## src/hw/rtl/vcl_pkg.sv

```systemverilog
package vcl_pkg;

    // Default field width of the velocity fields
    localparam int VEL_WIDTH_DEF = 16;

    // Limit registers are unsigned Q5.10
    localparam int REG_W = 15;

    // Configuration register index
    localparam int CFG_IDX_W = 3;

    typedef enum logic [CFG_IDX_W-1:0] {
        REG_MAX_SPEED      = 3'd0,
        REG_MIN_SPEED      = 3'd1,
        REG_MAX_SPEED_STEP = 3'd2,
        REG_MAX_TURN_RATE  = 3'd3,
        REG_MIN_TURN_RATE  = 3'd4,
        REG_MAX_TURN_STEP  = 3'd5
    } t_cfg_idx;

    // Reset values of the limit registers
    localparam logic [REG_W-1:0] RST_MAX_SPEED      = 15'd512;
    localparam logic [REG_W-1:0] RST_MIN_SPEED      = 15'd0;
    localparam logic [REG_W-1:0] RST_MAX_SPEED_STEP = 15'd512;
    localparam logic [REG_W-1:0] RST_MAX_TURN_RATE  = 15'd1608;
    localparam logic [REG_W-1:0] RST_MIN_TURN_RATE  = 15'd0;
    localparam logic [REG_W-1:0] RST_MAX_TURN_STEP  = 15'd1608;

endpackage

```

## src/hw/rtl/vcl_if.sv

```systemverilog
// Measurement and target channel
interface vcl_in_if #(
    parameter int W = vcl_pkg::VEL_WIDTH_DEF
);
    logic                valid;
    logic                ready;
    logic signed [W-1:0] lin_vel_x;
    logic signed [W-1:0] lin_vel_y;
    logic signed [W-1:0] yaw_rate;
    logic signed [W-1:0] speed_target;
    logic signed [W-1:0] turn_target;

    modport source (
        output valid, lin_vel_x, lin_vel_y, yaw_rate, speed_target, turn_target,
        input  ready
    );
    modport sink (
        input  valid, lin_vel_x, lin_vel_y, yaw_rate, speed_target, turn_target,
        output ready
    );
endinterface

// Limited command channel
interface vcl_out_if #(
    parameter int W = vcl_pkg::VEL_WIDTH_DEF
);
    logic                valid;
    logic                ready;
    logic signed [W-1:0] speed_command;
    logic signed [W-1:0] turn_command;

    modport source (
        output valid, speed_command, turn_command,
        input  ready
    );
    modport sink (
        input  valid, speed_command, turn_command,
        output ready
    );
endinterface

// Register write channel
interface vcl_cfg_if;
    logic                           valid;
    logic                           ready;
    logic [vcl_pkg::CFG_IDX_W-1:0] index;
    logic [vcl_pkg::REG_W-1:0]     data;

    modport source (
        output valid, index, data,
        input  ready
    );
    modport sink (
        input  valid, index, data,
        output ready
    );
endinterface

```

## src/hw/rtl/vcl_sqrt_cell.sv

```systemverilog
// One digit of the pipelined integer square root: decides result bit BIT
// and hands remainder, partial root and side payload to the next cell.
module vcl_sqrt_cell #(
    parameter int W     = 16,
    parameter int BIT   = 0,
    parameter int PAY_W = 48
) (
    input  logic             i_clk,
    input  logic             i_rst_n,
    input  logic             i_adv,
    input  logic             i_valid,
    input  logic [2*W-1:0]   i_rem,
    input  logic [W-1:0]     i_root,
    input  logic [PAY_W-1:0] i_pay,
    output logic             o_valid,
    output logic [2*W-1:0]   o_rem,
    output logic [W-1:0]     o_root,
    output logic [PAY_W-1:0] o_pay
);
    localparam int S = 2 * W;
    localparam logic [S-1:0] ONE_SQ = S'(1) << (2 * BIT);
    localparam logic [W-1:0] ONE_Q  = W'(1) << BIT;

    logic             r_valid;
    logic [S-1:0]     r_rem;
    logic [W-1:0]     r_root;
    logic [PAY_W-1:0] r_pay;
    logic [S-1:0]     trial;
    logic             take;

    // (Q + 2^b)^2 - Q^2 = Q*2^(b+1) + 4^b, bits are disjoint
    assign trial = (S'(i_root) << (BIT + 1)) | ONE_SQ;
    assign take  = (i_rem >= trial);

    always_ff @(posedge i_clk) begin
        if (!i_rst_n) begin
            r_valid <= 1'b0;
        end else if (i_adv) begin
            r_valid <= i_valid;
        end
    end

    always_ff @(posedge i_clk) begin
        if (i_adv) begin
            r_rem  <= take ? (i_rem - trial) : i_rem;
            r_root <= take ? (i_root | ONE_Q) : i_root;
            r_pay  <= i_pay;
        end
    end

    assign o_valid = r_valid;
    assign o_rem   = r_rem;
    assign o_root  = r_root;
    assign o_pay   = r_pay;
endmodule

```

## src/hw/rtl/vcl_limit.sv

```systemverilog
// Step and magnitude limiter, three register stages:
// step clamp, command sum, magnitude clamp with field saturation.
module vcl_limit #(
    parameter int W = 16
) (
    input  logic                      i_clk,
    input  logic                      i_adv,
    input  logic signed [W-1:0]       i_meas,
    input  logic signed [W-1:0]       i_target,
    input  logic [vcl_pkg::REG_W-1:0] i_step,
    input  logic [vcl_pkg::REG_W-1:0] i_vmax,
    input  logic [vcl_pkg::REG_W-1:0] i_vmin,
    output logic signed [W-1:0]       o_cmd
);
    import vcl_pkg::*;

    localparam int E = ((W > REG_W + 1) ? W : REG_W + 1) + 3;
    localparam logic signed [E-1:0] FIELD_MAX = E'((64'd1 << (W - 1)) - 64'd1);
    localparam logic signed [E-1:0] FIELD_MIN = -FIELD_MAX - E'(1);

    logic signed [E-1:0] step_e, vmax_e, vmin_e;
    logic signed [E-1:0] diff, d_clamp;
    logic signed [E-1:0] r_meas, r_d, r_cmd;
    logic signed [E-1:0] mag, lim, sat;
    logic                neg;
    logic signed [W-1:0] r_out;

    assign step_e = signed'({{(E - REG_W){1'b0}}, i_step});
    assign vmax_e = signed'({{(E - REG_W){1'b0}}, i_vmax});
    assign vmin_e = signed'({{(E - REG_W){1'b0}}, i_vmin});

    // Stage 1: clamp the step toward the target
    always_comb begin
        diff = E'(i_target) - E'(i_meas);
        if (diff > step_e) begin
            d_clamp = step_e;
        end else if (diff < -step_e) begin
            d_clamp = -step_e;
        end else begin
            d_clamp = diff;
        end
    end

    always_ff @(posedge i_clk) begin
        if (i_adv) begin
            r_meas <= E'(i_meas);
            r_d    <= d_clamp;
        end
    end

    // Stage 2: stepped command
    always_ff @(posedge i_clk) begin
        if (i_adv) begin
            r_cmd <= r_meas + r_d;
        end
    end

    // Stage 3: magnitude window, sign kept, zero counts as positive
    always_comb begin
        neg = r_cmd[E-1];
        mag = neg ? -r_cmd : r_cmd;
        if (mag > vmax_e) begin
            lim = neg ? -vmax_e : vmax_e;
        end else if (mag < vmin_e) begin
            lim = neg ? -vmin_e : vmin_e;
        end else begin
            lim = r_cmd;
        end
        if (lim > FIELD_MAX) begin
            sat = FIELD_MAX;
        end else if (lim < FIELD_MIN) begin
            sat = FIELD_MIN;
        end else begin
            sat = lim;
        end
    end

    always_ff @(posedge i_clk) begin
        if (i_adv) begin
            r_out <= W'(sat);
        end
    end

    assign o_cmd = r_out;
endmodule

```

## src/hw/rtl/velocity_command_limiter.sv

```systemverilog
// Velocity command limiter.
// Path from input transaction to result: 3 front stages, one square-root cell
// per result bit, 3 limiter stages.
// Throughput: one transaction per cycle; the whole pipe holds only on output stall.
// Reset: synchronous active-low; clears all valid flags, limit registers take
// their default values; both input channels are held not ready during reset.
module velocity_command_limiter #(
    parameter int VEL_WIDTH = vcl_pkg::VEL_WIDTH_DEF
) (
    input  logic      i_clk,
    input  logic      i_rst_n,
    vcl_in_if.sink    i_meas,
    vcl_cfg_if.sink   i_cfg,
    vcl_out_if.source o_cmd
);
    import vcl_pkg::*;

    localparam int W  = VEL_WIDTH;
    localparam int S  = 2 * W;
    localparam int PW = 3 * W;
    localparam int E  = ((W > REG_W + 1) ? W : REG_W + 1) + 2;
    localparam logic signed [W-1:0] FIELD_MAX = {1'b0, {(W - 1){1'b1}}};

    // Limit registers
    logic [REG_W-1:0] r_max_speed, r_min_speed, r_max_speed_step;
    logic [REG_W-1:0] r_max_turn_rate, r_min_turn_rate, r_max_turn_step;

    assign i_cfg.ready = i_rst_n;

    always_ff @(posedge i_clk) begin
        if (!i_rst_n) begin
            r_max_speed      <= RST_MAX_SPEED;
            r_min_speed      <= RST_MIN_SPEED;
            r_max_speed_step <= RST_MAX_SPEED_STEP;
            r_max_turn_rate  <= RST_MAX_TURN_RATE;
            r_min_turn_rate  <= RST_MIN_TURN_RATE;
            r_max_turn_step  <= RST_MAX_TURN_STEP;
        end else if (i_cfg.valid) begin
            unique case (i_cfg.index)
                REG_MAX_SPEED:      r_max_speed      <= i_cfg.data;
                REG_MIN_SPEED:      r_min_speed      <= i_cfg.data;
                REG_MAX_SPEED_STEP: r_max_speed_step <= i_cfg.data;
                REG_MAX_TURN_RATE:  r_max_turn_rate  <= i_cfg.data;
                REG_MIN_TURN_RATE:  r_min_turn_rate  <= i_cfg.data;
                REG_MAX_TURN_STEP:  r_max_turn_step  <= i_cfg.data;
                default: ;
            endcase
        end
    end

    // Pipe moves unless the output register holds an untaken result
    logic       adv;
    logic [2:0] r_f_valid;
    logic [2:0] r_e_valid;

    assign adv          = !r_e_valid[2] || o_cmd.ready;
    assign i_meas.ready = adv && i_rst_n;

    // Front stage 1: magnitudes and angular target clamp
    logic [W-1:0]        abs_x, abs_y;
    logic signed [E-1:0] wd_e, mtr_e;
    logic signed [W-1:0] wd_clamp;

    assign abs_x = i_meas.lin_vel_x[W-1] ? (~i_meas.lin_vel_x + W'(1)) : i_meas.lin_vel_x;
    assign abs_y = i_meas.lin_vel_y[W-1] ? (~i_meas.lin_vel_y + W'(1)) : i_meas.lin_vel_y;
    assign wd_e  = E'(i_meas.turn_target);
    assign mtr_e = signed'({{(E - REG_W){1'b0}}, r_max_turn_rate});

    always_comb begin
        if (wd_e > mtr_e) begin
            wd_clamp = W'(mtr_e);
        end else if (wd_e < -mtr_e) begin
            wd_clamp = W'(-mtr_e);
        end else begin
            wd_clamp = i_meas.turn_target;
        end
    end

    logic [W-1:0]  r_f1_ax, r_f1_ay;
    logic [PW-1:0] r_f1_pay, r_f2_pay, r_f3_pay;
    logic [S-1:0]  r_f2_sqx, r_f2_sqy, r_f3_sum;

    always_ff @(posedge i_clk) begin
        if (!i_rst_n) begin
            r_f_valid <= '0;
        end else if (adv) begin
            r_f_valid <= {r_f_valid[1:0], i_meas.valid};
        end
    end

    always_ff @(posedge i_clk) begin
        if (adv) begin
            r_f1_ax  <= abs_x;
            r_f1_ay  <= abs_y;
            r_f1_pay <= {wd_clamp, i_meas.speed_target, i_meas.yaw_rate};
            // Front stage 2: squares
            r_f2_sqx <= S'(r_f1_ax) * S'(r_f1_ax);
            r_f2_sqy <= S'(r_f1_ay) * S'(r_f1_ay);
            r_f2_pay <= r_f1_pay;
            // Front stage 3: sum of squares
            r_f3_sum <= r_f2_sqx + r_f2_sqy;
            r_f3_pay <= r_f2_pay;
        end
    end

    // Square-root cell row, most significant result bit first
    logic          cell_valid [W+1];
    logic [S-1:0]  cell_rem   [W+1];
    logic [W-1:0]  cell_root  [W+1];
    logic [PW-1:0] cell_pay   [W+1];

    assign cell_valid[0] = r_f_valid[2];
    assign cell_rem[0]   = r_f3_sum;
    assign cell_root[0]  = '0;
    assign cell_pay[0]   = r_f3_pay;

    for (genvar k = 0; k < W; k++) begin : g_cell
        vcl_sqrt_cell #(
            .W    (W),
            .BIT  (W - 1 - k),
            .PAY_W(PW)
        ) u_cell (
            .i_clk  (i_clk),
            .i_rst_n(i_rst_n),
            .i_adv  (adv),
            .i_valid(cell_valid[k]),
            .i_rem  (cell_rem[k]),
            .i_root (cell_root[k]),
            .i_pay  (cell_pay[k]),
            .o_valid(cell_valid[k+1]),
            .o_rem  (cell_rem[k+1]),
            .o_root (cell_root[k+1]),
            .o_pay  (cell_pay[k+1])
        );
    end

    // Measured speed saturates to the largest field value
    logic signed [W-1:0] speed_meas;
    logic signed [W-1:0] yaw_meas, speed_tgt, turn_tgt;
    logic signed [W-1:0] lin_cmd, ang_cmd;

    assign speed_meas = cell_root[W][W-1] ? FIELD_MAX : signed'(cell_root[W]);
    assign yaw_meas   = signed'(cell_pay[W][W-1:0]);
    assign speed_tgt  = signed'(cell_pay[W][2*W-1:W]);
    assign turn_tgt   = signed'(cell_pay[W][3*W-1:2*W]);

    always_ff @(posedge i_clk) begin
        if (!i_rst_n) begin
            r_e_valid <= '0;
        end else if (adv) begin
            r_e_valid <= {r_e_valid[1:0], cell_valid[W]};
        end
    end

    vcl_limit #(.W(W)) u_lin (
        .i_clk   (i_clk),
        .i_adv   (adv),
        .i_meas  (speed_meas),
        .i_target(speed_tgt),
        .i_step  (r_max_speed_step),
        .i_vmax  (r_max_speed),
        .i_vmin  (r_min_speed),
        .o_cmd   (lin_cmd)
    );

    vcl_limit #(.W(W)) u_ang (
        .i_clk   (i_clk),
        .i_adv   (adv),
        .i_meas  (yaw_meas),
        .i_target(turn_tgt),
        .i_step  (r_max_turn_step),
        .i_vmax  (r_max_turn_rate),
        .i_vmin  (r_min_turn_rate),
        .o_cmd   (ang_cmd)
    );

    assign o_cmd.valid         = r_e_valid[2];
    assign o_cmd.speed_command = lin_cmd;
    assign o_cmd.turn_command  = ang_cmd;
endmodule
```

## src/flat_wrapper.sv

```systemverilog
// flat-port wrapper written by rule: the top's interface ports become plain ports
module velocity_command_limiter_flat import vcl_pkg::*;
#(
    parameter int VEL_WIDTH = vcl_pkg::VEL_WIDTH_DEF
)
  (i_clk, i_rst_n, i_meas_valid, i_meas_lin_vel_x, i_meas_lin_vel_y, i_meas_yaw_rate, i_meas_speed_target, i_meas_turn_target, i_meas_ready, i_cfg_valid, i_cfg_index, i_cfg_data, i_cfg_ready, o_cmd_valid, o_cmd_speed_command, o_cmd_turn_command, o_cmd_ready);
  vcl_in_if i_meas_i ();
  vcl_cfg_if i_cfg_i ();
  vcl_out_if o_cmd_i ();
  input  logic i_clk;
  input  logic i_rst_n;
  input wire logic [$bits(i_meas_i.valid)-1:0] i_meas_valid;
  input wire logic [$bits(i_meas_i.lin_vel_x)-1:0] i_meas_lin_vel_x;
  input wire logic [$bits(i_meas_i.lin_vel_y)-1:0] i_meas_lin_vel_y;
  input wire logic [$bits(i_meas_i.yaw_rate)-1:0] i_meas_yaw_rate;
  input wire logic [$bits(i_meas_i.speed_target)-1:0] i_meas_speed_target;
  input wire logic [$bits(i_meas_i.turn_target)-1:0] i_meas_turn_target;
  output wire logic [$bits(i_meas_i.ready)-1:0] i_meas_ready;
  input wire logic [$bits(i_cfg_i.valid)-1:0] i_cfg_valid;
  input wire logic [$bits(i_cfg_i.index)-1:0] i_cfg_index;
  input wire logic [$bits(i_cfg_i.data)-1:0] i_cfg_data;
  output wire logic [$bits(i_cfg_i.ready)-1:0] i_cfg_ready;
  output wire logic [$bits(o_cmd_i.valid)-1:0] o_cmd_valid;
  output wire logic [$bits(o_cmd_i.speed_command)-1:0] o_cmd_speed_command;
  output wire logic [$bits(o_cmd_i.turn_command)-1:0] o_cmd_turn_command;
  input wire logic [$bits(o_cmd_i.ready)-1:0] o_cmd_ready;
  assign i_meas_i.valid = i_meas_valid;
  assign i_meas_i.lin_vel_x = i_meas_lin_vel_x;
  assign i_meas_i.lin_vel_y = i_meas_lin_vel_y;
  assign i_meas_i.yaw_rate = i_meas_yaw_rate;
  assign i_meas_i.speed_target = i_meas_speed_target;
  assign i_meas_i.turn_target = i_meas_turn_target;
  assign i_meas_ready = i_meas_i.ready;
  assign i_cfg_i.valid = i_cfg_valid;
  assign i_cfg_i.index = i_cfg_index;
  assign i_cfg_i.data = i_cfg_data;
  assign i_cfg_ready = i_cfg_i.ready;
  assign o_cmd_valid = o_cmd_i.valid;
  assign o_cmd_speed_command = o_cmd_i.speed_command;
  assign o_cmd_turn_command = o_cmd_i.turn_command;
  assign o_cmd_i.ready = o_cmd_ready;
  velocity_command_limiter #(.VEL_WIDTH(VEL_WIDTH)) u_core (.i_clk(i_clk), .i_rst_n(i_rst_n), .i_meas(i_meas_i), .i_cfg(i_cfg_i), .o_cmd(o_cmd_i));
endmodule
```

## config.mk

```make
export PLATFORM = sky130hd
export DESIGN_NAME = velocity_command_limiter_flat
export DESIGN_NICKNAME = d
export VERILOG_FILES = /design/src/hw/rtl/vcl_pkg.sv /design/src/hw/rtl/vcl_if.sv /design/src/hw/rtl/vcl_sqrt_cell.sv /design/src/hw/rtl/vcl_limit.sv /design/src/hw/rtl/velocity_command_limiter.sv /design/src/flat_wrapper.sv
export SDC_FILE = /design/constraint.sdc
export NUM_CORES = 2
export LEC_CHECK = 0
export BUFFER_PORTS_ARGS = -buffer_cell sky130_fd_sc_hd__buf_2
export CAP_MARGIN = 0
export CORE_MARGIN = 8
export CORE_UTILIZATION = 55
export CTS_BUF_LIST = sky130_fd_sc_hd__clkbuf_2 sky130_fd_sc_hd__clkbuf_4 sky130_fd_sc_hd__clkbuf_8
export DETAILED_ROUTE_END_ITERATION = 12
export PLACE_DENSITY = 0.77
export SLEW_MARGIN = 20
export SYNTH_ARGS = -nofsm -noshare
export SYNTH_HDL_FRONTEND = slang
export SYNTH_SLANG_ARGS = --single-unit
export TNS_END_PERCENT = 30
```

## constraint.sdc

```tcl
create_clock -name i_clk -period 104.4 [get_ports i_clk]
set_input_delay 15.66 -clock i_clk [delete_from_list [all_inputs] [get_ports i_clk]]
set_output_delay 15.66 -clock i_clk [all_outputs]
set_load 0.03 [all_outputs]
```

==> flow_summary.toml <==
[outcome]
status = "finished clean"

[setup_path]
crit_arrival_ps = 17000
cpPeakStageDelay_ps = 530
startpoint_type = "input port"
reg2reg_depth = 22
required_ps = 88740
path_cells = "buf_2, nor2b_1, buf_4, inv_8, and2_1, buf_2"
worst-path-stages = 6
worst-path-buf-inv = 4
crit_top_cell = "buf_2"
crit_path_end_kind = "primary output"
critPathSlowestCell = "inv_8"
path_class = "input port to primary output"
path_max_fanout = 120
cp_top_family = "buffers and inverters"

[drt]
routed_wl_um = 182000
vias_per_cell = 5.48
dr.pass1.iters = 6
drt_iter0_drc = 3658
drc = 0
num_vias = 56600
avgRoutedWirePerCell_um = 17.6
ant_nets = 0

[synth]
syn_nets = 8472
syn_inst = 7429
ys_types = 94
avgSynthCellArea_sq_um = 12.9
yosysSeqAreaShare = 0.586
yosysMostFrequentCell = "edfxtp_1"
synthTopCellsByCount = "edfxtp_1, inv_1, nand2_1"
synth_area_leaders = "edfxtp_1, ha_1, fa_1"
ys.warnings.count = 0
synth_flop_cell = "edfxtp_1"
synth_area_sq_um = 95800
ys_async_sr_fraction = 0
yosys_register_bits = 1905
synth_edf_count = 1793
synth_top_cell_area_share = 0.562
yosysTopAreaCell = "edfxtp_1"

[global_route]
grt_max_degree = 193
grt_pass1_vias = 58200
grt.total_usage = 0.191
grt_first_pass_wirelength_um = 291000
grt_overflow = 0
antenna_found_initial = 13

[power_and_ir_drop]
p_leak_nw = 43.3
ir_worst_vdd_mv = 0.0509
power_density_nw_per_um2 = 33.5

[die]
ios = 138
start_util = 0.552
die_y_um = 433
rows = 153
die-area_sq_um = 188000
coreArea_sq_um = 173000
die_x_um = 433

[place]
post-dp-hpwl_um = 131000
placed_area_sq_um = 99200
place.gp.congestion = 0.910
port_buffers = 137
dp_cells = 9779

[cts]
cts_root_buf = "clkbuf_8"
cts_setup_buffers = 0
cts_tree = "done"
ctsResizeCount = 0
cts_inserted_buffers = 317
path_clk_slew_ps = 70
ctsHtreeMaxLevel = 5
clock_path_buffers = 4
clock_sinks = 1905
clk_latency_ps = 1030
hold_buffers = 0

[timing]
fin_crit_sh = 0.313
timing.final.crit_period_ps = 32660
fmax_mhz = 30.6
worst-slew-pin-transition_ps = 1110
hold_ws_ps = 334
hold_viol_final = 0
final_max_slew_viol_count = 0
relSlewSlack = 0.263
setup_viol = 0
setup-tns-final_ps = 0
rsz0062_at_grt = "no"
fin_skew_ps = 82.9

[cells_and_area]
design_area_sq_um = 105000
fill_cells = 13000
fin_nets = 8816
layout.cells.non_filler = 10300
area_delta_synth_final_pct = 9.83
post-route-util = 0.606
drive_gt1_frac = 0.0961

[worst_hold_path]
hold_path_class = "flop to flop"
hold_depth = 0

[flow_run]
cap_viol_max_count = 0
==> layout make-up <==
type / count / area [sq um] / share of cell area
Timing Repair Buffer: 178 / 1050 / 0.0100
Clock inverter: 122 / 776 / 0.00738
Tap cell: 2325 / 2910 / 0.0277
Antenna cell: 8 / 20.0 / 0.000190
Clock buffer: 417 / 5160 / 0.0491
Inverter: 874 / 3290 / 0.0313
Sequential cell: 1905 / 56100 / 0.533
Multi-Input combinational cell: 4497 / 35900 / 0.341
==> where the power goes <==
part,leakage (nW),switching [W],internal [W]
clock network,3.15,0.000279,0.000341
logic,20.5,0.000957,0.000707
registers,19.6,0.000114,0.00113
total,43.3,0.00135,0.00217
==> metal layers <==
layer | wire length, um | vias to the layer above | global-route usage
li1 | - | 27200 | -
met1 | 70000 | 27500 | 0.214
met2 | 94300 | 1384 | 0.350
met3 | 8230 | 471 | 0.0338
met4 | 9260 | 2 | 0.0973
met5 | 13 | - | 0
==> layout by cell type, fill, tap and decap left out, types with 35 or more instances in the layout <==
cell type	count
edfxtp_1	1793
inv_1	869
nand2_1	652
ha_1	608
xnor2_1	341
fa_1	332
clkbuf_8	325
nor2_1	305
a21oi_1	279
o21ai_0	240
buf_2	137
xor2_1	124
nor3_1	119
and2_1	116
a21boi_0	112
dfxtp_1	112
nand3_1	107
o21a_1	97
clkbuf_4	92
nor4_1	83
a21o_1	81
or3_1	78
nand2b_1	71
clkinv_1	67
nor2b_1	66
nand4_1	63
o31ai_1	54
or2_2	43
a211oi_1	43
o211ai_1	41
buf_4	36
a31oi_1	35
clkinv_2	35
==> flip-flops by register name, indices dropped and copies added (netlist names), 16 cells and up <==
signal and count:
u_core.g_cell.u_cell.o_pay 768, u_core.g_cell.u_cell.o_rem 480, u_core.g_cell.u_cell.o_root 136, u_core.r_f1_pay 48, u_core.r_f2_pay 48, u_core.r_f3_pay 48
u_core.r_f3_sum 32, u_core.r_f2_sqx 31, u_core.r_f2_sqy 31, u_core.u_ang.r_cmd 19, u_core.u_ang.r_d 19, u_core.u_lin.r_cmd 19
u_core.u_lin.r_d 19, u_core.g_cell.u_cell.o_valid 16, u_core.r_f1_ax 16, u_core.r_f1_ay 16, u_core.u_ang.o_cmd 16, u_core.u_ang.r_meas 16
u_core.u_lin.o_cmd 16
==> path summary, 6_finish.rpt <==
| kind | startpoint | endpoint | slack, ps |
|---|---|---|---|
| setup / recovery | o_cmd_ready | i_meas_ready | 71740 |
| hold / removal | u_core.g_cell[4].u_cell.o_pay[40] | u_core.g_cell[5].u_cell.o_pay[40] | 330 |
| setup reg to reg | u_core.r_f1_ax[12] | u_core.r_f2_sqx[30] | 97160 |
| hold reg to reg | u_core.g_cell[4].u_cell.o_pay[40] | u_core.g_cell[5].u_cell.o_pay[40] | 330 |
==> per-stage QoR <==
stage          power (W)  worst slack, ps
2_1_floorplan    0.00249            20600
3_3_place_gp     0.00284            71660
3_5_place_dp     0.00291            71630
4_1_cts          0.00355            71630
5_1_grt          0.00382            71590
6_report         0.00352            71740
==> logic make-up (layout without fill, tap and decap cells) <==
family | count (synthesis) | after routing | share of synthesized area
muxes | 59 | 59 | 0.00651
and+or+nand+nor | 1826 | 1826 | 0.0931
adders and majority gates | 948 | 948 | 0.150
other | 0 | 8 | 0
AOI/OAI and AO/OA | 1199 | 1199 | 0.0820
xor gates and xnor gates | 465 | 465 | 0.0425
DFF | 1905 | 1905 | 0.586
buffers and inverters | 1027 | 1591 | 0.0404
Note: power is estimated with default switching activity, not from simulation.
